**config.mk**
```make
export PLATFORM = sky130hd
export DESIGN_NAME = i2c_target_bit_engine
export DESIGN_NICKNAME = d
export VERILOG_FILES = /design/src/rtl/i2cte_pkg.sv /design/src/rtl/i2cte_addr_match.sv /design/src/rtl/i2c_target_bit_engine.sv
export SDC_FILE = /design/constraint.sdc
export NUM_CORES = 1
export LEC_CHECK = 0
export BUFFER_PORTS_ARGS = -buffer_cell sky130_fd_sc_hd__clkbuf_2
export CAP_MARGIN = 15
export CORE_UTILIZATION = 43
export CTS_BUF_LIST = sky130_fd_sc_hd__clkbuf_16
export DETAILED_ROUTE_END_ITERATION = 6
export PLACE_DENSITY = 0.66
export SYNTH_ARGS = -nofsm -noshare
export SYNTH_HDL_FRONTEND = slang
export SYNTH_HIERARCHICAL = 1
export SYNTH_SLANG_ARGS = --single-unit
```
**constraint.sdc**
```tcl
create_clock -name clk -period 6.5 [get_ports clk]
set_input_delay 0.65 -clock clk [delete_from_list [all_inputs] [get_ports clk]]
set_output_delay 0.65 -clock clk [all_outputs]
set_load 0.02 [all_outputs]
```
**src/rtl/i2cte_pkg.sv**
```systemverilog
`timescale 1ns / 1ps
// ----------------------------------------------------------------------------
// I2C target bit engine package
// Shared widths, event codes and configuration register indexes.
// ----------------------------------------------------------------------------
package i2cte_pkg;

	localparam int ADDR_W      = 7;
	localparam int DEV_COUNT_W = 3;
	localparam int LIMIT_W     = 20;
	localparam int CFG_IDX_W   = 3;
	localparam int CFG_DATA_W  = 20;
	localparam int BYTE_W      = 8;
	localparam int SLOT_OUT_W  = 2;
	localparam int EVENT_W     = 3;

	// Stream payload widths, padded to whole bytes
	localparam int IN_TDATA_W  = 16;
	localparam int OUT_TDATA_W = 24;

	// Number of address slot registers in the register map
	localparam int CFG_SLOT_REGS = 4;

	localparam logic [LIMIT_W-1:0] STUCK_LOW_RESET = 20'd250000;
	localparam logic [LIMIT_W-1:0] NO_EDGE_RESET   = 20'd1000000;

	typedef enum logic [CFG_IDX_W-1:0] {
		CFG_DEVICE_COUNT   = 3'd0,
		CFG_ADDRESS_SLOT_0 = 3'd1,
		CFG_ADDRESS_SLOT_1 = 3'd2,
		CFG_ADDRESS_SLOT_2 = 3'd3,
		CFG_ADDRESS_SLOT_3 = 3'd4,
		CFG_STUCK_LOW      = 3'd5,
		CFG_NO_EDGE        = 3'd6
	} cfg_index_t;

	typedef enum logic [EVENT_W-1:0] {
		DEV_NONE    = 3'd0,
		DEV_BEGIN   = 3'd1,
		DEV_RECEIVE = 3'd2,
		DEV_FETCH   = 3'd3,
		DEV_ADVANCE = 3'd4,
		DEV_END     = 3'd5
	} dev_event_t;

	typedef enum logic [EVENT_W-1:0] {
		BUS_NONE    = 3'd0,
		BUS_START   = 3'd1,
		BUS_RESTART = 3'd2,
		BUS_STOP    = 3'd3,
		BUS_TIMEOUT = 3'd4
	} bus_event_t;

endpackage

```
**src/rtl/i2cte_addr_match.sv**
```systemverilog
`timescale 1ns / 1ps
// ----------------------------------------------------------------------------
// I2C target address matcher
// Compares a received 7-bit address against the enabled slots; the lowest
// matching slot wins.
// ----------------------------------------------------------------------------
module i2cte_addr_match
	import i2cte_pkg::*;
#(
	parameter int NUM_SLOTS = 4,
	parameter int SLOT_W    = 2
) (
	input  logic [ADDR_W-1:0]                 addr,
	input  logic [DEV_COUNT_W-1:0]            dev_count,
	input  logic [NUM_SLOTS-1:0][ADDR_W-1:0]  slot_addr,
	output logic                              hit,
	output logic [SLOT_W-1:0]                 slot
);

	always_comb begin
		hit  = 1'b0;
		slot = '0;
		// scan from the top so the lowest match overrides
		for (int i = NUM_SLOTS - 1; i >= 0; i--) begin
			if (i < int'(dev_count) && slot_addr[i] == addr) begin
				hit  = 1'b1;
				slot = SLOT_W'(i);
			end
		end
	end

endmodule

```
**src/rtl/i2c_target_bit_engine.sv**
```systemverilog
`timescale 1ns / 1ps
// ----------------------------------------------------------------------------
// I2C target bit engine
// Per-sample I2C target: START/STOP detection, address match, ACK, byte
// receive and transmit, bus timeouts, backend and bus event reporting.
// ----------------------------------------------------------------------------
// Output: the result item for a sample appears in the cycle after the sample is
//   accepted, from the output register.
// Throughput: one item per cycle; a new sample is taken in the same cycle the
//   previous result leaves, and a result held by m_axis_tready low blocks the
//   input until it drains.
// Reset: arst_n clears the bus phase to idle with SDA released, the line
//   history to high, and the registers to their defaults (no slots enabled).
// ----------------------------------------------------------------------------
module i2c_target_bit_engine
	import i2cte_pkg::*;
#(
	parameter int NUM_SLOTS     = 4,
	parameter int TIMEOUT_WIDTH = 20
) (
	input  logic                   clk,
	input  logic                   arst_n,

	// Configuration write port
	input  logic                   cfg_we,
	input  logic [CFG_IDX_W-1:0]   cfg_index,
	input  logic [CFG_DATA_W-1:0]  cfg_wdata,

	// Line samples in
	input  logic                   s_axis_tvalid,
	output logic                   s_axis_tready,
	// scl_in[0], sda_in[1], byte_accept[2], read_data[10:3], zero[15:11]
	input  logic [IN_TDATA_W-1:0]  s_axis_tdata,

	// Results out
	output logic                   m_axis_tvalid,
	input  logic                   m_axis_tready,
	// sda_pull_low[0], device_event[3:1], device_slot[5:4], event_data[13:6],
	// bus_event[16:14], zero[23:17]
	output logic [OUT_TDATA_W-1:0] m_axis_tdata
);

	localparam int SLOT_W = (NUM_SLOTS > 1) ? $clog2(NUM_SLOTS) : 1;
	localparam int CMP_W  = (TIMEOUT_WIDTH > LIMIT_W) ? TIMEOUT_WIDTH : LIMIT_W;
	localparam logic [TIMEOUT_WIDTH-1:0] IDLE_MAX = {TIMEOUT_WIDTH{1'b1}};

	typedef enum logic [2:0] {
		PH_IDLE     = 3'd0,
		PH_ADDR     = 3'd1,
		PH_ADDR_ACK = 3'd2,
		PH_RX       = 3'd3,
		PH_RX_ACK   = 3'd4,
		PH_TX       = 3'd5,
		PH_TX_ACK   = 3'd6,
		PH_IGNORE   = 3'd7
	} phase_t;

	// ACK bit sequencing: wait for falling edge, drive, sample on rising, release
	localparam logic [1:0] ACK_WAIT   = 2'd0;
	localparam logic [1:0] ACK_DRIVEN = 2'd1;
	localparam logic [1:0] ACK_DONE   = 2'd2;

	// ------------------------------------------------------------------
	// Configuration registers
	// ------------------------------------------------------------------
	logic [DEV_COUNT_W-1:0]           dev_count_q;
	logic [NUM_SLOTS-1:0][ADDR_W-1:0] slot_addr_q;
	logic [LIMIT_W-1:0]               stuck_low_limit_q;
	logic [LIMIT_W-1:0]               no_edge_limit_q;

	always_ff @(posedge clk or negedge arst_n) begin
		if (!arst_n) begin
			dev_count_q       <= '0;
			slot_addr_q       <= '0;
			stuck_low_limit_q <= STUCK_LOW_RESET;
			no_edge_limit_q   <= NO_EDGE_RESET;
		end else if (cfg_we) begin
			if (cfg_index == CFG_DEVICE_COUNT)
				dev_count_q <= cfg_wdata[DEV_COUNT_W-1:0];
			if (cfg_index == CFG_STUCK_LOW)
				stuck_low_limit_q <= cfg_wdata[LIMIT_W-1:0];
			if (cfg_index == CFG_NO_EDGE)
				no_edge_limit_q <= cfg_wdata[LIMIT_W-1:0];
			// only the first four slots have registers; higher slots stay zero
			for (int i = 0; i < NUM_SLOTS; i++) begin
				if (i < CFG_SLOT_REGS &&
				    cfg_index == CFG_IDX_W'(int'(CFG_ADDRESS_SLOT_0) + i))
					slot_addr_q[i] <= cfg_wdata[ADDR_W-1:0];
			end
		end
	end

	// ------------------------------------------------------------------
	// Engine state
	// ------------------------------------------------------------------
	phase_t                   phase_q, nxt_phase;
	logic [BYTE_W-1:0]        rx_shift_q, nxt_rx_shift;
	logic [3:0]               rx_cnt_q, nxt_rx_cnt;
	logic [BYTE_W-1:0]        tx_shift_q, nxt_tx_shift;
	logic [3:0]               tx_cnt_q, nxt_tx_cnt;
	logic [1:0]               ack_step_q, nxt_ack_step;
	logic                     matched_q, nxt_matched;
	logic [SLOT_W-1:0]        active_slot_q, nxt_active_slot;
	logic                     is_read_q, nxt_is_read;
	logic                     pending_accept_q, nxt_pending_accept;
	logic                     master_acked_q, nxt_master_acked;
	logic                     last_scl_q, last_sda_q;
	logic [TIMEOUT_WIDTH-1:0] idle_cnt_q, nxt_idle_cnt;
	logic                     drive_low_q, nxt_drive_low;

	// Unpacked input item
	logic              scl, sda, acc;
	logic [BYTE_W-1:0] rd;
	assign scl = s_axis_tdata[0];
	assign sda = s_axis_tdata[1];
	assign acc = s_axis_tdata[2];
	assign rd  = s_axis_tdata[10:3];

	// Address match on the byte completed by this rising edge: the address is
	// the old shift register's low seven bits, the direction is this SDA.
	logic              addr_hit;
	logic [SLOT_W-1:0] addr_slot;

	i2cte_addr_match #(
		.NUM_SLOTS (NUM_SLOTS),
		.SLOT_W    (SLOT_W)
	) u_addr_match (
		.addr      (rx_shift_q[ADDR_W-1:0]),
		.dev_count (dev_count_q),
		.slot_addr (slot_addr_q),
		.hit       (addr_hit),
		.slot      (addr_slot)
	);

	// Result of this sample
	dev_event_t        o_dev;
	logic [SLOT_W-1:0] o_slot;
	logic [BYTE_W-1:0] o_data;
	bus_event_t        o_bev;

	logic [TIMEOUT_WIDTH-1:0] idle_inc;
	logic                     timed_out;
	logic [BYTE_W-1:0]        rx_next;

	assign idle_inc = (idle_cnt_q != IDLE_MAX) ? idle_cnt_q + 1'b1 : idle_cnt_q;
	assign timed_out =
		(!scl && !sda && CMP_W'(idle_inc) > CMP_W'(stuck_low_limit_q)) ||
		(CMP_W'(idle_inc) > CMP_W'(no_edge_limit_q));
	assign rx_next = {rx_shift_q[BYTE_W-2:0], sda};

	always_comb begin
		nxt_phase          = phase_q;
		nxt_rx_shift       = rx_shift_q;
		nxt_rx_cnt         = rx_cnt_q;
		nxt_tx_shift       = tx_shift_q;
		nxt_tx_cnt         = tx_cnt_q;
		nxt_ack_step       = ack_step_q;
		nxt_matched        = matched_q;
		nxt_active_slot    = active_slot_q;
		nxt_is_read        = is_read_q;
		nxt_pending_accept = pending_accept_q;
		nxt_master_acked   = master_acked_q;
		nxt_idle_cnt       = idle_cnt_q;
		nxt_drive_low      = drive_low_q;
		o_dev              = DEV_NONE;
		o_slot             = '0;
		o_data             = '0;
		o_bev              = BUS_NONE;

		if (phase_q == PH_IDLE) begin
			// only a START leaves idle; no timeout runs here
			if (last_sda_q && !sda && scl) begin
				nxt_phase          = PH_ADDR;
				nxt_rx_shift       = '0;
				nxt_rx_cnt         = '0;
				nxt_ack_step       = ACK_WAIT;
				nxt_matched        = 1'b0;
				nxt_is_read        = 1'b0;
				nxt_pending_accept = 1'b1;
				nxt_drive_low      = 1'b0;
				nxt_idle_cnt       = '0;
				o_bev              = BUS_START;
			end
		end else if (scl == last_scl_q && sda == last_sda_q) begin
			// bus unchanged: advance the stall counter, saturating
			nxt_idle_cnt = idle_inc;
			if (timed_out) begin
				if (matched_q) begin
					o_dev  = DEV_END;
					o_slot = active_slot_q;
				end
				nxt_matched   = 1'b0;
				nxt_drive_low = 1'b0;
				nxt_phase     = PH_IDLE;
				nxt_idle_cnt  = '0;
				o_bev         = BUS_TIMEOUT;
			end
		end else begin
			nxt_idle_cnt = '0;
			if (scl && last_sda_q && !sda) begin
				// repeated START: close the device, restart address phase
				if (matched_q) begin
					o_dev  = DEV_END;
					o_slot = active_slot_q;
				end
				nxt_phase          = PH_ADDR;
				nxt_rx_shift       = '0;
				nxt_rx_cnt         = '0;
				nxt_ack_step       = ACK_WAIT;
				nxt_matched        = 1'b0;
				nxt_is_read        = 1'b0;
				nxt_pending_accept = 1'b1;
				nxt_drive_low      = 1'b0;
				o_bev              = BUS_RESTART;
			end else if (scl && !last_sda_q && sda) begin
				// STOP
				if (matched_q) begin
					o_dev  = DEV_END;
					o_slot = active_slot_q;
				end
				nxt_matched   = 1'b0;
				nxt_drive_low = 1'b0;
				nxt_phase     = PH_IDLE;
				o_bev         = BUS_STOP;
			end else if (!last_scl_q && scl) begin
				// SCL rising: sample data
				unique case (phase_q)
					PH_ADDR: begin
						nxt_rx_shift = rx_next;
						nxt_rx_cnt   = rx_cnt_q + 1'b1;
						if (rx_cnt_q >= 4'd7) begin
							nxt_is_read  = sda;
							nxt_matched  = addr_hit;
							nxt_ack_step = ACK_WAIT;
							nxt_phase    = PH_ADDR_ACK;
							if (addr_hit) begin
								nxt_active_slot = addr_slot;
								o_dev           = DEV_BEGIN;
								o_slot          = addr_slot;
								o_data          = BYTE_W'(sda);
							end
						end
					end
					PH_ADDR_ACK, PH_RX_ACK: begin
						if (ack_step_q == ACK_DRIVEN)
							nxt_ack_step = ACK_DONE;
					end
					PH_RX: begin
						nxt_rx_shift = rx_next;
						nxt_rx_cnt   = rx_cnt_q + 1'b1;
						if (rx_cnt_q >= 4'd7) begin
							nxt_pending_accept = acc;
							o_dev              = DEV_RECEIVE;
							o_slot             = active_slot_q;
							o_data             = rx_next;
							nxt_ack_step       = ACK_WAIT;
							nxt_phase          = PH_RX_ACK;
						end
					end
					PH_TX: begin
						nxt_tx_cnt = tx_cnt_q + 1'b1;
						if (tx_cnt_q >= 4'd7) begin
							nxt_ack_step = ACK_WAIT;
							nxt_phase    = PH_TX_ACK;
						end
					end
					PH_TX_ACK: begin
						if (ack_step_q == ACK_DRIVEN) begin
							nxt_master_acked = !sda;
							nxt_ack_step     = ACK_DONE;
							o_dev            = DEV_ADVANCE;
							o_slot           = active_slot_q;
							o_data           = BYTE_W'(!sda);
						end
					end
					default: ;
				endcase
			end else if (last_scl_q && !scl) begin
				// SCL falling: set up the next data or ACK bit
				unique case (phase_q)
					PH_ADDR_ACK: begin
						if (ack_step_q == ACK_WAIT) begin
							nxt_drive_low = matched_q;
							nxt_ack_step  = ACK_DRIVEN;
						end else if (ack_step_q == ACK_DONE) begin
							nxt_drive_low = 1'b0;
							nxt_ack_step  = ACK_WAIT;
							if (!matched_q) begin
								nxt_phase = PH_IGNORE;
							end else if (is_read_q) begin
								nxt_tx_shift  = rd;
								nxt_tx_cnt    = '0;
								nxt_drive_low = !rd[BYTE_W-1];
								nxt_phase     = PH_TX;
								o_dev         = DEV_FETCH;
								o_slot        = active_slot_q;
							end else begin
								nxt_rx_shift = '0;
								nxt_rx_cnt   = '0;
								nxt_phase    = PH_RX;
							end
						end
					end
					PH_RX_ACK: begin
						if (ack_step_q == ACK_WAIT) begin
							nxt_drive_low = pending_accept_q;
							nxt_ack_step  = ACK_DRIVEN;
						end else if (ack_step_q == ACK_DONE) begin
							nxt_drive_low = 1'b0;
							nxt_ack_step  = ACK_WAIT;
							nxt_rx_shift  = '0;
							nxt_rx_cnt    = '0;
							nxt_phase     = pending_accept_q ? PH_RX : PH_IGNORE;
						end
					end
					PH_TX: begin
						// MSB first; bit index is seven minus the count
						if (!tx_cnt_q[3])
							nxt_drive_low = !tx_shift_q[~tx_cnt_q[2:0]];
					end
					PH_TX_ACK: begin
						if (ack_step_q == ACK_WAIT) begin
							nxt_drive_low = 1'b0;
							nxt_ack_step  = ACK_DRIVEN;
						end else if (ack_step_q == ACK_DONE) begin
							nxt_ack_step = ACK_WAIT;
							if (master_acked_q) begin
								nxt_tx_shift  = rd;
								nxt_tx_cnt    = '0;
								nxt_drive_low = !rd[BYTE_W-1];
								nxt_phase     = PH_TX;
								o_dev         = DEV_FETCH;
								o_slot        = active_slot_q;
							end else begin
								nxt_drive_low = 1'b0;
								nxt_phase     = PH_IGNORE;
							end
						end
					end
					default: ;
				endcase
			end
		end
	end

	// ------------------------------------------------------------------
	// Handshake and registers
	// ------------------------------------------------------------------
	logic                  out_valid_q;
	logic                  in_take;
	logic [31:0]           slot_ext;
	logic [OUT_TDATA_W-1:0] result;

	// take a sample whenever the result register is free or being drained
	assign s_axis_tready = !out_valid_q || m_axis_tready;
	assign in_take       = s_axis_tvalid && s_axis_tready;

	assign slot_ext = 32'(o_slot);
	assign result = {7'd0, o_bev, o_data, slot_ext[SLOT_OUT_W-1:0], o_dev,
	                 nxt_drive_low};

	always_ff @(posedge clk or negedge arst_n) begin
		if (!arst_n) begin
			phase_q          <= PH_IDLE;
			rx_shift_q       <= '0;
			rx_cnt_q         <= '0;
			tx_shift_q       <= '0;
			tx_cnt_q         <= '0;
			ack_step_q       <= ACK_WAIT;
			matched_q        <= 1'b0;
			active_slot_q    <= '0;
			is_read_q        <= 1'b0;
			pending_accept_q <= 1'b1;
			master_acked_q   <= 1'b0;
			last_scl_q       <= 1'b1;
			last_sda_q       <= 1'b1;
			idle_cnt_q       <= '0;
			drive_low_q      <= 1'b0;
			out_valid_q      <= 1'b0;
		end else begin
			if (in_take) begin
				phase_q          <= nxt_phase;
				rx_shift_q       <= nxt_rx_shift;
				rx_cnt_q         <= nxt_rx_cnt;
				tx_shift_q       <= nxt_tx_shift;
				tx_cnt_q         <= nxt_tx_cnt;
				ack_step_q       <= nxt_ack_step;
				matched_q        <= nxt_matched;
				active_slot_q    <= nxt_active_slot;
				is_read_q        <= nxt_is_read;
				pending_accept_q <= nxt_pending_accept;
				master_acked_q   <= nxt_master_acked;
				last_scl_q       <= scl;
				last_sda_q       <= sda;
				idle_cnt_q       <= nxt_idle_cnt;
				drive_low_q      <= nxt_drive_low;
				out_valid_q      <= 1'b1;
			end else if (m_axis_tready) begin
				out_valid_q <= 1'b0;
			end
		end
	end

	// Result payload: load on every accepted sample, hold otherwise
	logic [OUT_TDATA_W-1:0] result_q;

	always_ff @(posedge clk) begin
		if (in_take)
			result_q <= result;
	end

	assign m_axis_tvalid = out_valid_q;
	assign m_axis_tdata  = result_q;

	// ------------------------------------------------------------------
	// Assertions
	// ------------------------------------------------------------------
	// Every accepted sample yields a result in the next cycle
	assert property (@(posedge clk) disable iff (!arst_n)
		s_axis_tvalid && s_axis_tready |=> m_axis_tvalid)
	else $error("accepted sample produced no result");

	// A result appears only after a sample was taken
	assert property (@(posedge clk) disable iff (!arst_n)
		$rose(m_axis_tvalid) |-> $past(s_axis_tvalid && s_axis_tready))
	else $error("result appeared without an accepted sample");

	// The data line is never held low once the engine is back in idle
	assert property (@(posedge clk) disable iff (!arst_n)
		phase_q == PH_IDLE |-> !drive_low_q)
	else $error("SDA pulled low while idle");

	// Transmit is entered only through a byte fetch, which clears the ACK step
	assert property (@(posedge clk) disable iff (!arst_n)
		phase_q == PH_TX |-> ack_step_q == ACK_WAIT)
	else $error("ACK step left over in transmit phase");

endmodule

```
# After elaboration in Yosys (flattened, before gate mapping)
# Cells that the tools add are included.
dict set report totals {
  wordCells 368
  register_bits 146
}
dict set report classes {
  order_cmp 9
  reduce_logical 67
  bitwise_logic 6
  n_addsub 3
  n_eq_ne 60
  mux 197
}
# operator n
set ops {}
lappend ops {{20-bit 2-to-1 mux} 5}
lappend ops {{7-bit 2-to-1 mux} 14}
lappend ops {{4-bit 2-to-1 mux} 24}
lappend ops {{2-bit 2-to-1 mux} 47}
lappend ops {{3-bit 2-to-1 mux} 30}
lappend ops {{8-bit 2-to-1 mux} 8}
lappend ops {{7-bit != test, second input constant} 9}
lappend ops {{1-bit 2-to-1 mux} 55}
lappend ops {{15-bit AND reduction} 3}
lappend ops {{20-bit greater-than comparator} 2}
lappend ops {{5-bit != test, second input constant} 7}
lappend ops {{5-bit nonzero test} 6}
lappend ops {{7-bit == test} 4}
lappend ops {{3-bit != test, second input constant} 9}
lappend ops {{3-bit case mux with 3 select lines} 3}
lappend ops {{8-bit case mux with 3 select lines} 1}
lappend ops {{20-bit by 1-bit adder with 20-bit output, second input constant} 1}
lappend ops {{20-bit != test, second input constant} 1}
lappend ops {{3-bit == test, second input constant} 6}
lappend ops {{1-bit logical AND} 16}
lappend ops {{2-bit != test, second input constant} 8}
lappend ops {{4-bit case mux with 2 select lines} 2}
lappend ops {{8-bit case mux with 2 select lines} 1}
lappend ops {{2-bit AND reduction} 8}
lappend ops {{other kinds (39)} 72}

# Depth between registers and ports, before layout
# Gate-level depths: netlist of the first run.
dict set report depth {
  depth_word 13
  mapped_depth 20
  mapped_depth_nobuf 18
}

# By module
# Netlist of the first run, hierarchy kept.
# module cells_each area_each_um2 instances
set by_module_without_submodules {}
lappend by_module_without_submodules {i2c_target_bit_engine 792 8132.8 1}
lappend by_module_without_submodules {i2cte_addr_match 47 359.1 1}

# Least setup slack after synthesis of the first run
# Ideal clock, no wire load.
dict set report synth_timing {
  path_kind {register -> register}
  startpoint {register idle_cnt_q[0]}
  endpoint {register phase_q[1]}
  stages_incl_launch_ff 18
  slack_ns 2.899
  n_path_buf 2
  setup_time_ns 0.125
  arrival_ns 3.477
  cell_sequence {dfrtp_1 ha_1 and3_1 and3_1 and3_1 nand2b_1 buf_2 nand2_1 mux2_2 ha_1 a21o_1 a21o_1 a22o_1 o41ai_2 nand3_1 buf_2 nand2_1 mux2_2}
}
dict set report synth_between {
  elab_chain_len 7
  word_cells_on_any_way 9
  cone_classes {1 x add/sub; 2 x order compare; 2 x eq/ne; 1 x mux; 3 x reduce/logical}
}
# item line_no
set synth_rtl {}
lappend synth_rtl {{start, declared} i2c_target_bit_engine.sv:108} ;# logic [TIMEOUT_WIDTH-1:0] idle_cnt_q, nxt_idle_cnt;
lappend synth_rtl {{start signal, assigned} i2c_target_bit_engine.sv:395} ;# idle_cnt_q <= nxt_idle_cnt;
lappend synth_rtl {{20-bit by 1-bit adder with 20-bit output or 20-bit != test (tied branches)} i2c_target_bit_engine.sv:145} ;# assign idle_inc = (idle_cnt_q != IDLE_MAX) ? idle_cnt_q + 1'b1 : idle_cnt_q;
lappend synth_rtl {{20-bit 2-to-1 mux (*)} i2c_target_bit_engine.sv:145}
lappend synth_rtl {{20-bit greater-than comparator} i2c_target_bit_engine.sv:147} ;# (!scl && !sda && CMP_W'(idle_inc) > CMP_W'(stuck_low_limit_q)) ||
lappend synth_rtl {{1-bit logical AND} i2c_target_bit_engine.sv:147}
lappend synth_rtl {{1-bit logical OR (*)} i2c_target_bit_engine.sv:147}
lappend synth_rtl {{3-bit != test (no line) (*)} -}
lappend synth_rtl {{15-bit AND reduction (no line) (*)} -}
lappend synth_rtl {{end signal, assigned} i2c_target_bit_engine.sv:382} ;# phase_q <= nxt_phase;
lappend synth_rtl {{end, declared} i2c_target_bit_engine.sv:96} ;# phase_t phase_q, nxt_phase;
# Mark *: on every way between the ends. The rest lies on a longest branch, timed or not.
# A chain may end at the register's enable or synchronous reset.

# Worst setup path after layout of the first run
dict set report layout_timing {
  startpoint {register idle_cnt_q[0]}
  endpoint {register result_q[5], in the netlist m_axis_tdata[5], data pin}
}
dict set report layout_between {
  elab_chain_len 7
  word_cells_on_any_way 9
  cone_classes {1 x add/sub; 2 x order compare; 1 x eq/ne; 3 x mux; 2 x reduce/logical}
}
# item line_no
set layout_rtl {}
lappend layout_rtl {{20-bit by 1-bit adder with 20-bit output or 20-bit != test (tied branches)} i2c_target_bit_engine.sv:145}
lappend layout_rtl {{20-bit 2-to-1 mux (*)} i2c_target_bit_engine.sv:145}
lappend layout_rtl {{20-bit greater-than comparator} i2c_target_bit_engine.sv:147}
lappend layout_rtl {{1-bit logical AND} i2c_target_bit_engine.sv:147}
lappend layout_rtl {{1-bit logical OR (*)} i2c_target_bit_engine.sv:147}
lappend layout_rtl {{2-bit 2-to-1 mux (*)} i2c_target_bit_engine.sv:187} ;# if (timed_out) begin
lappend layout_rtl {{2-bit 2-to-1 mux (*)} i2c_target_bit_engine.sv:184} ;# end else if (scl == last_scl_q && sda == last_sda_q) begin
lappend layout_rtl {{end signal, assigned} i2c_target_bit_engine.sv:409} ;# result_q <= result;
lappend layout_rtl {{end, declared} i2c_target_bit_engine.sv:405} ;# logic [OUT_TDATA_W-1:0] result_q;
# Marks and branches as above.

==> results of run 1 <==
==> layer usage <==
layer | vias up | share of wire | wire length, µm | GRT usage
met5 | - | 0 | 0 | 0
met4 | 0 | 0.019 | 352 | 0.0781
met3 | 29 | 0.041 | 752 | 0.0316
met2 | 142 | 0.48 | 8950 | 0.316
met1 | 3043 | 0.46 | 8400 | 0.258
li1 | 3069 | - | - | -
==> flip-flops by register name, summed over array words and instances, names as in the netlist <==
| register | count |
|---|---|
| no_edge_limit_q | 20 |
| pending_accept_q | 1 |
| tx_cnt_q | 4 |
| master_acked_q | 1 |
| slot_addr_q | 28 |
| drive_low_q | 1 |
| rx_shift_q | 7 |
| is_read_q | 1 |
| phase_q | 3 |
| stuck_low_limit_q | 20 |
| ack_step_q | 2 |
| active_slot_q | 2 |
| matched_q | 1 |
| m_axis_tdata | 17 |
| last_scl_q | 1 |
| dev_count_q | 3 |
| rx_cnt_q | 4 |
| m_axis_tvalid | 1 |
| tx_shift_q | 8 |
| last_sda_q | 1 |
| idle_cnt_q | 20 |
==> stage by stage <==
step | utilization | setup slack [ns]
after floorplan | - | 2.90
after global placement | 0.463 | 2.04
after detailed placement | 0.463 | 1.90
after CTS | 0.492 | 1.83
after global routing | 0.492 | 1.62
final | 0.492 | 1.89
==> kinds of logic after synthesis <==
kind of cell / count (synthesis)
and+or+nand+nor: 261
xor gates and xnor gates: 41
buffers and inverters: 93
DFF: 146
other: 1
AOI/OAI and AO/OA: 156
muxes: 95
adders and majority gates: 46
==> final cells by class <==
type	count	area (µm²)	share of cell area
repair buffers	62	325	0.0341
multi-input cells	606	4350	0.456
flip-flops and latches	146	3760	0.394
clock buffers	17	425	0.0445
inverters	57	214	0.0224
clock inverters	15	143	0.0149
well taps	265	332	0.0347
==> final timing paths <==
kind / startpoint / end / slack, ns
min in group clk: s_axis_tdata[3] / tx_shift_q[0] / 0.44
max in group asynchronous: arst_n / stuck_low_limit_q[2] / 4.82
worst min-delay path: arst_n / tx_shift_q[4] / 0.26
worst max-delay path: idle_cnt_q[0] / m_axis_tdata[5] / 1.89
worst max register to register: idle_cnt_q[0] / m_axis_tdata[5] / 1.89
worst min register to register: rx_cnt_q[3] / rx_cnt_q[3] / 0.49
==> cell usage in the layout (no fill, tap or decap), drive strengths merged, types with 15 or more instances in the layout <==
cell      n
nor3     15
nor2     33
ha       46
clkbuf   73
mux2     90
o21ai    62
dfstp    17
a21oi    39
nand3    27
xnor2    27
edfxtp   17
dfrtp   112
nand2    98
nand4    16
inv      65
==> where the power goes <==
| part | internal [mW] | total [mW] | switching (mW) |
|---|---|---|---|
| registers | 1.09 | 1.25 | 0.160 |
| clock network | 0.507 | 0.945 | 0.439 |
| logic | 0.313 | 0.727 | 0.415 |
| total | 1.91 | 2.92 | 1.01 |
==> impl_metrics.env, run 1 <==
export IMPL_synthCells=839
export IMPL_synthXorXnorAreaFrac=0.0423
export IMPL_ys_types=69
export IMPL_synthTopCellsByCount="112 x dfrtp_1, 98 x nand2_1, 89 x mux2_2, 58 x o21ai_0, 57 x inv_1"
export IMPL_hold_viol_final=0
export IMPL_drt_drc_violations_left=0
export IMPL_irDropWorstVdd_v=0.000214
export IMPL_htreeDepth=4
export IMPL_synth_top_family_by_area="simple AND/OR/NAND/NOR gates"
export IMPL_synth_top_area_cell="dfrtp_1"
export IMPL_portBuffers=57
export IMPL_die_y_um=143
export IMPL_placed_cell_area_mm2=0.00898
export IMPL_antenna_cells=0
export IMPL_wirelength_mm=18.4
export IMPL_rows=51
export IMPL_cp_slowest_cell="a21boi_0"
export IMPL_fin_skew_ns=0.00557
export IMPL_synth_seq_area_share=0.443
export IMPL_reg2regPathDepth=17
export IMPL_drv_cap=0
export IMPL_cp_end_kind="register"
export IMPL_nets=980
export IMPL_antenna_found_initial=0
export IMPL_path_clk_slew_ns=0.07
export IMPL_worstSetupPathDepth=17
export IMPL_cp_buffers_inverters=1
export IMPL_die_w_um=143
export IMPL_synth_mux_area_frac=0.128
export IMPL_setup_tns_ns=0
export IMPL_synth_ff_type="dfrtp_1"
export IMPL_final_setup_viol_count=0
export IMPL_crit_path_start_kind="register"
export IMPL_ys_ff_latch=146
export IMPL_cts_hold_fix_buffers=0
export IMPL_drtAntennaViolNets=0
export IMPL_hpwl_mm=13.5
export IMPL_cts_root_buf="clkbuf_16"
export IMPL_ios=70
export IMPL_gp_congestion=0.941
export IMPL_synth_most_common_cell="dfrtp_1"
export IMPL_fmax_mhz=217
export IMPL_worstPathCellList="ha_1, and3_1, and3_1, nand3_1, nor2_1, nor2_1, and4_1, xnor2_1, inv_1, ha_1, nand4_1, nor4_1, a22o_1, o41ai_2, a21boi_0, o2bb2ai_1, a22o_1"
export IMPL_cts_setup_buffers=0
export IMPL_yosysTopAreaCellShare=0.330
export IMPL_grt_pass1_vias=6095
export IMPL_clock_path_buffers=2
export IMPL_crit_fanout=5
export IMPL_min_period_over_period=0.710
export IMPL_coreArea_mm2=0.0194
export IMPL_start_util=0.438
export IMPL_crit_required_ns=6.80
export IMPL_arrival_ns=4.91
export IMPL_status="complete, no violations"
export IMPL_first_iter_violations=414
export IMPL_worstSetupPathType="register to register"
export IMPL_cts_made_buffers=17
export IMPL_cts_sinks=146
export IMPL_tightest_slew_ns=0.929
export IMPL_design_area_mm2=0.00955
export IMPL_ys_warnings_count=6
export IMPL_dieArea_mm2=0.0203
export IMPL_critPathTopFamily="simple AND/OR/NAND/NOR gates"
export IMPL_yosys_area_share_adder=0.0678
export IMPL_grt_use_total=0.194
export IMPL_relSlewSlack=0.376
export IMPL_synth_area_mm2=0.00849
export IMPL_syn_avg_cell_area_um2=10.1
export IMPL_wl_per_cell_um=15.8
export IMPL_period_minus_slack_ns=4.61
export IMPL_async_flop_share=0.884
export IMPL_grt_max_degree=75
export IMPL_worstHoldPathType="input pin to asynchronous set/reset pin"
export IMPL_synth_edff_count=17
export IMPL_drive_gt1_frac=0.243
export IMPL_drv_slew=0
export IMPL_n_fill_cell=1828
export IMPL_tritoncts="done"
export IMPL_yosys_top_cells_area="dfrtp_1 33%, mux2_2 12%, ha_1 6.8%, edfxtp_1 6.0%, dfstp_2 5.3%"
export IMPL_synth_compound_area_frac=0.113
export IMPL_rsz0062_at_grt="false"
export IMPL_cpPeakStageDelay_ns=0.70
export IMPL_instances_no_fill=1168
export IMPL_vias_per_cell=5.38
export IMPL_p_leak_nw=4.27
export IMPL_hold_slack_ns=0.260
export IMPL_grt_pass1_wl_mm=30.7
export IMPL_clkLatencyLatePin_ns=0.44
export IMPL_yosys_area_share_simple=0.158
export IMPL_dpl_cell_count=1136
export IMPL_power_density_mw_per_mm2=305
export IMPL_vias=6283
export IMPL_overflow=0
export IMPL_ctsResizeCount=0
export IMPL_p_total_mw=2.92
export IMPL_dr_pass1_iters=5
export IMPL_area_growth_pct=12.5
No activity file was read; power rests on OpenSTA's default activity.
==> inputs of run 2 (changes only) <==
==> constraint.sdc (replaced) <==
create_clock -name clk -period 4.4 [get_ports clk]
set_input_delay 0.44 -clock clk [delete_from_list [all_inputs] [get_ports clk]]
set_output_delay 0.44 -clock clk [all_outputs]
set_load 0.02 [all_outputs]
==> run 2 against run 1 <==
  * Critical endpoint is now phase_q[1]
  * Hold slack got worse by 0.14 ns
  * Largest power group unchanged
  * Core utilization rose by 0.28 points
  * Highest routed layer unchanged
  * Global-route usage rose by 0.83 points
  * Critical path type unchanged
==> impl_metrics.env, run 2 (synthesis gave the netlist of run 1 again) <==
export IMPL_final_setup_viol_count=0
export IMPL_overflow=0
export IMPL_min_period_over_period=0.940
export IMPL_die_w_um=143
export IMPL_grt_pass1_wl_mm=31.7
export IMPL_setup_tns_ns=0
export IMPL_final_common_cell="dfrtp_1"
export IMPL_reg2reg_to="phase_q[1]"
export IMPL_multi_input_area_mm2=0.00437
export IMPL_worstHoldPathType="input pin to asynchronous set/reset pin"
export IMPL_irDropWorstVdd_v=0.000308
export IMPL_tightest_slew_ns=0.960
export IMPL_antenna_cells=0
export IMPL_cts_hold_fix_buffers=0
export IMPL_start_util=0.438
export IMPL_fmax_mhz=242
export IMPL_crit_path_start_kind="register"
export IMPL_wirelength_mm=18.9
export IMPL_path_clk_slew_ns=0.07
export IMPL_dieArea_mm2=0.0203
export IMPL_ios=70
export IMPL_clock_path_buffers=2
export IMPL_relSlewSlack=0.355
export IMPL_critPathTopFamily="simple AND/OR/NAND/NOR gates"
export IMPL_cts_sinks=146
export IMPL_area_growth_pct=13.1
export IMPL_cp_buffers_inverters=2
export IMPL_seq_area_mm2=0.00376
export IMPL_n_fill_cell=1815
export IMPL_p_leak_nw=4.31
export IMPL_cp_slowest_cell="a2111oi_2"
export IMPL_cts_root_buf="clkbuf_16"
export IMPL_hold_slack_ns=0.125
export IMPL_cp_end_kind="register"
export IMPL_top_register="slot_addr_q"
export IMPL_rows=51
export IMPL_dr_pass1_iters=5
export IMPL_hpwl_mm=13.8
export IMPL_htreeDepth=4
export IMPL_crit_fanout=5
export IMPL_coreArea_mm2=0.0194
export IMPL_drive_gt1_frac=0.252
export IMPL_final_cell_mix="112 x dfrtp_1, 98 x nand2_1, 89 x mux2_2, 58 x o21ai_0, 57 x inv_1"
export IMPL_worstSetupPathType="register to register"
export IMPL_first_iter_violations=480
export IMPL_clkLatencyLatePin_ns=0.43
export IMPL_reg2regPathDepth=19
export IMPL_drt_drc_violations_left=0
export IMPL_largest_register_ffs=28
export IMPL_vias_per_cell=5.37
export IMPL_fin_skew_ns=0.0115
export IMPL_arrival_ns=4.45
export IMPL_cts_made_buffers=17
export IMPL_drv_slew=0
export IMPL_grt_max_degree=74
export IMPL_period_minus_slack_ns=4.13
export IMPL_drtAntennaViolNets=0
export IMPL_antenna_found_initial=0
export IMPL_crit_required_ns=4.72
export IMPL_gp_congestion=0.903
export IMPL_vias=6318
export IMPL_nets=988
export IMPL_rsz0062_at_grt="false"
export IMPL_grt_pass1_vias=6079
export IMPL_hold_viol_final=0
export IMPL_status="complete, no violations"
export IMPL_drv_cap=0
export IMPL_grt_use_total=0.203
export IMPL_reg2reg_from="idle_cnt_q[1]"
export IMPL_portBuffers=57
export IMPL_worstPathCellList="ha_1, and3_1, and3_1, nand3_1, nor2_2, nor2_1, and4_1, xnor2_1, inv_1, ha_1, nand3_1, a211oi_1, a2111oi_2, nor2_1, o22ai_1, nand3_2, buf_4, nand2_1, mux2_2"
export IMPL_power_density_mw_per_mm2=448
export IMPL_cpPeakStageDelay_ns=0.42
export IMPL_tritoncts="done"
export IMPL_reg2reg_slack_ns=0.27
export IMPL_wl_per_cell_um=16.1
export IMPL_die_y_um=143
[run 2: cell type report]
class	instances	share of cell area
timing repair buffer	70	0.0401
sequential	146	0.391
clock inverter	15	0.0129
inverter	57	0.0223
clock buffer	17	0.0443
tap	265	0.0345
multi-input combinational	606	0.455
[run 2: where the power goes]
part / total [mW] / leakage (nW) / switching [mW] / internal [mW]
clock: 1.36 / 0.277 / 0.623 / 0.738
combinational: 1.11 / 2.25 / 0.627 / 0.480
sequential: 1.84 / 1.78 / 0.232 / 1.60
[run 2: worst reg2reg max path: stages (launching register included)]
cell	delay, ns
dfrtp_1	0.39
ha_1	0.18
and3_1	0.21
and3_1	0.26
nand3_1	0.13
nor2_2	0.20
nor2_1	0.10
and4_1	0.22
xnor2_1	0.22
inv_1	0.12
ha_1	0.32
nand3_1	0.08
a211oi_1	0.09
a2111oi_2	0.42
nor2_1	0.08
o22ai_1	0.23
nand3_2	0.15
buf_4	0.19
nand2_1	0.10
mux2_2	0.35
[run 2: repair_timing]
action | in CTS | in global routing
setup buffers | 0 | 1
gates resized for setup | 0 | 4
endpoints found under the setup margin | 0 | 24
[run 2: how the worst max path moves through the flow]
stage / from / to / slack [ns] / cells past startpoint
after floorplan: idle_cnt_q[0] / phase_q[1] / 0.80 / 17
after global placement: idle_cnt_q[1] / idle_cnt_q[11] / 0.27 / 19
after detailed placement: idle_cnt_q[1] / idle_cnt_q[11] / 0.17 / 19
after CTS: idle_cnt_q[1] / idle_cnt_q[11] / 0.13 / 19
after global routing: idle_cnt_q[1] / phase_q[1] / 0.0006 / 19
final: idle_cnt_q[1] / phase_q[1] / 0.27 / 19
[run 2: through the flow]
| step | util | area [µm²] | total power [mW] | cells | setup WS [ns] |
|---|---|---|---|---|---|
| after detailed placement | 0.466 | 9040 | 2.95 | 1143 | 0.172 |
| after global placement | 0.466 | 9040 | 2.92 | 1143 | 0.271 |
| after floorplan | - | 8510 | 2.63 | 845 | 0.799 |
| after global routing | 0.495 | 9610 | 4.56 | 1176 | 0.000628 |
| after CTS | 0.494 | 9590 | 4.32 | 1175 | 0.130 |
| final | 0.495 | 9610 | 4.30 | 1176 | 0.266 |
[run 2: layer usage]
| metal | part of all wire | GRT usage | wire, µm |
|---|---|---|---|
| met5 | 0 | 0 | 0 |
| met2 | 0.49 | 0.332 | 9180 |
| met4 | 0.021 | 0.0707 | 392 |
| met3 | 0.031 | 0.0387 | 586 |
| met1 | 0.46 | 0.267 | 8760 |
==> inputs of run 3 (changes only) <==
--- a/config.mk
+++ b/config.mk
@@ -10,7 +10,8 @@
 export CORE_UTILIZATION = 43
 export CTS_BUF_LIST = sky130_fd_sc_hd__clkbuf_16
 export DETAILED_ROUTE_END_ITERATION = 6
-export PLACE_DENSITY = 0.66
+export GPL_ROUTABILITY_DRIVEN = 0
+export PLACE_DENSITY = 0.68
 export SYNTH_ARGS = -nofsm -noshare
 export SYNTH_HDL_FRONTEND = slang
 export SYNTH_HIERARCHICAL = 1
==> constraint.sdc (replaced) <==
create_clock -name clk -period 3.6 [get_ports clk]
set_input_delay 0.36 -clock clk [delete_from_list [all_inputs] [get_ports clk]]
set_output_delay 0.36 -clock clk [all_outputs]
set_load 0.02 [all_outputs]
==> run 3 against run 2 <==
  * The flow now finishes with violations (negative hold slack, negative setup slack)
  * Count of clock-buffer cells in the layout unchanged
  * Register-to-register slack worse by 0.32 ns
  * Clock power up 27%
  * Highest routed layer unchanged
  * Core utilization up 4.8 points
==> impl_metrics.env, run 3 (synthesis gave the netlist of run 1 again) <==
export IMPL_cts_root_buf="clkbuf_16"
export IMPL_die_y_um=143
export IMPL_largest_register_ffs=28
export IMPL_final_cell_mix="112 x dfrtp_1, 97 x nand2_1, 86 x mux2_2, 68 x buf_4, 57 x inv_1"
export IMPL_setup_ws_ns=-0.0569
export IMPL_antenna_cells=0
export IMPL_vias_per_cell=5.44
export IMPL_wirelength_mm=20.6
export IMPL_instances_no_fill=1239
export IMPL_hold_slack_ns=-0.0145
export IMPL_status="complete, but fails checks"
export IMPL_reg2reg_slack_ns=-0.06
export IMPL_path_clk_slew_ns=0.07
export IMPL_cts_sinks=146
export IMPL_ios=70
export IMPL_hpwl_mm=14.1
export IMPL_top_register="slot_addr_q"
export IMPL_p_leak_nw=4.71
export IMPL_fmax_mhz=273
export IMPL_period_minus_slack_ns=3.66
export IMPL_min_period_over_period=1.02
export IMPL_worstSetupPathType="register to register"
export IMPL_dpl_cell_count=1186
export IMPL_dieArea_mm2=0.0203
export IMPL_grt_use_total=0.210
export IMPL_rsz0062_at_grt="true"
export IMPL_crit_path_start_kind="register"
export IMPL_n_fill_cell=1670
export IMPL_relSlewSlack=0.391
export IMPL_final_common_cell="dfrtp_1"
export IMPL_first_iter_violations=550
export IMPL_reg2reg_from="idle_cnt_q[0]"
export IMPL_portBuffers=57
export IMPL_arrival_ns=4.01
export IMPL_p_total_mw=5.52
export IMPL_power_density_mw_per_mm2=524
export IMPL_design_area_mm2=0.0105
export IMPL_crit_fanout=4
export IMPL_cts_made_buffers=17
export IMPL_htreeDepth=4
export IMPL_overflow=0
export IMPL_area_growth_pct=24.1
export IMPL_crit_start="idle_cnt_q[0]"
export IMPL_cp_end_kind="register"
export IMPL_start_util=0.438
export IMPL_antenna_found_initial=0
export IMPL_drtAntennaViolNets=0
export IMPL_drv_cap=0
export IMPL_nets=1051
export IMPL_clkLatencyLatePin_ns=0.44
export IMPL_coreArea_mm2=0.0194
export IMPL_drive_gt1_frac=0.350
export IMPL_clock_path_buffers=2
export IMPL_final_setup_viol_count=6
export IMPL_worstHoldPathType="input pin to asynchronous set/reset pin"
export IMPL_irDropWorstVdd_v=0.000404
export IMPL_grt_pass1_vias=6477
export IMPL_rows=51
export IMPL_vias=6738
export IMPL_drv_slew=0
export IMPL_dr_pass1_iters=6
export IMPL_grt_max_degree=63
export IMPL_fin_skew_ns=0.0113
export IMPL_setup_tns_ns=-0.116
export IMPL_tritoncts="done"
export IMPL_grt_pass1_wl_mm=32.9
export IMPL_hold_viol_final=6
export IMPL_die_w_um=143
export IMPL_placed_cell_area_mm2=0.00937
export IMPL_tightest_slew_ns=0.907
export IMPL_crit_required_ns=3.95
export IMPL_violations="negative hold slack, negative setup slack"
export IMPL_wl_per_cell_um=16.6
export IMPL_drt_drc_violations_left=0
[run 3: cell types whose count changed in the layout (fill, tap and decap cells not counted), moves of 6 or more]
| cell | delta |
|---|---|
| buf_4 | +54 |
| ha_1 | -11 |
| ha_4 | +10 |
| o21ai_0 | -9 |
| buf_6 | +8 |
| o21ai_1 | +6 |
[run 3: final cells by class]
type,count,area [µm²],share of cell area
flip-flops and latches,146,3760,0.357
repair buffers,133,901,0.0854
multi-input cells,606,4760,0.452
well taps,265,332,0.0315
inverters,57,214,0.0203
clock inverters,15,148,0.0140
clock buffers,17,425,0.0404
[run 3: where the power goes]
part / switching (mW) / total, mW / internal (mW)
Combinational: 0.883 / 1.58 / 0.697
Sequential: 0.254 / 2.21 / 1.96
Clock: 0.806 / 1.73 / 0.919
[run 3: final timing paths]
check,to,cells after the start
max,idle_cnt_q[7],17
min,tx_shift_q[1],1
max reg2reg,idle_cnt_q[7],17
min reg2reg,rx_cnt_q[3],1
max in group asynchronous,slot_addr_q[25],2
min in group clk,m_axis_tvalid,2
[run 3: per-stage QoR]
step	setup slack, ns	utilization
floorplan	0.0255	-
global placement	-0.292	0.483
detailed placement	-0.434	0.483
CTS	-0.00808	0.533
global route	-0.215	0.543
finish	-0.0569	0.543
[run 3: worst max-delay path, stage by stage (launching register included)]
cell      delay [ns]
dfrtp_1         0.36
ha_2            0.18
and3_4          0.17
and3_4          0.23
and3_4          0.21
nand2b_4        0.07
buf_4           0.14
buf_4           0.12
nand3_1         0.08
o21a_4          0.17
ha_4            0.20
buf_4           0.13
a21oi_1         0.19
a21oi_1         0.15
o41ai_4         0.40
nand3_2         0.17
or4_1           0.52
o211ai_1        0.09
[run 3: repair_timing]
action | 4_1_cts | 5_1_grt
hold buffers | 0 | 0
pin swaps | 26 | 23
setup buffers | 16 | 5
setup endpoints to repair | 31 | 31
resized for setup | 51 | 33
[run 3: layer usage]
layer  share of wire  GRT usage  up-vias  wire, µm
met5               0          0        -         0
met4           0.017     0.0730        0       354
met3           0.046     0.0461       33       943
met2            0.48      0.337      186      9940
met1            0.45      0.279     3310      9340
li1                -          -     3209         -
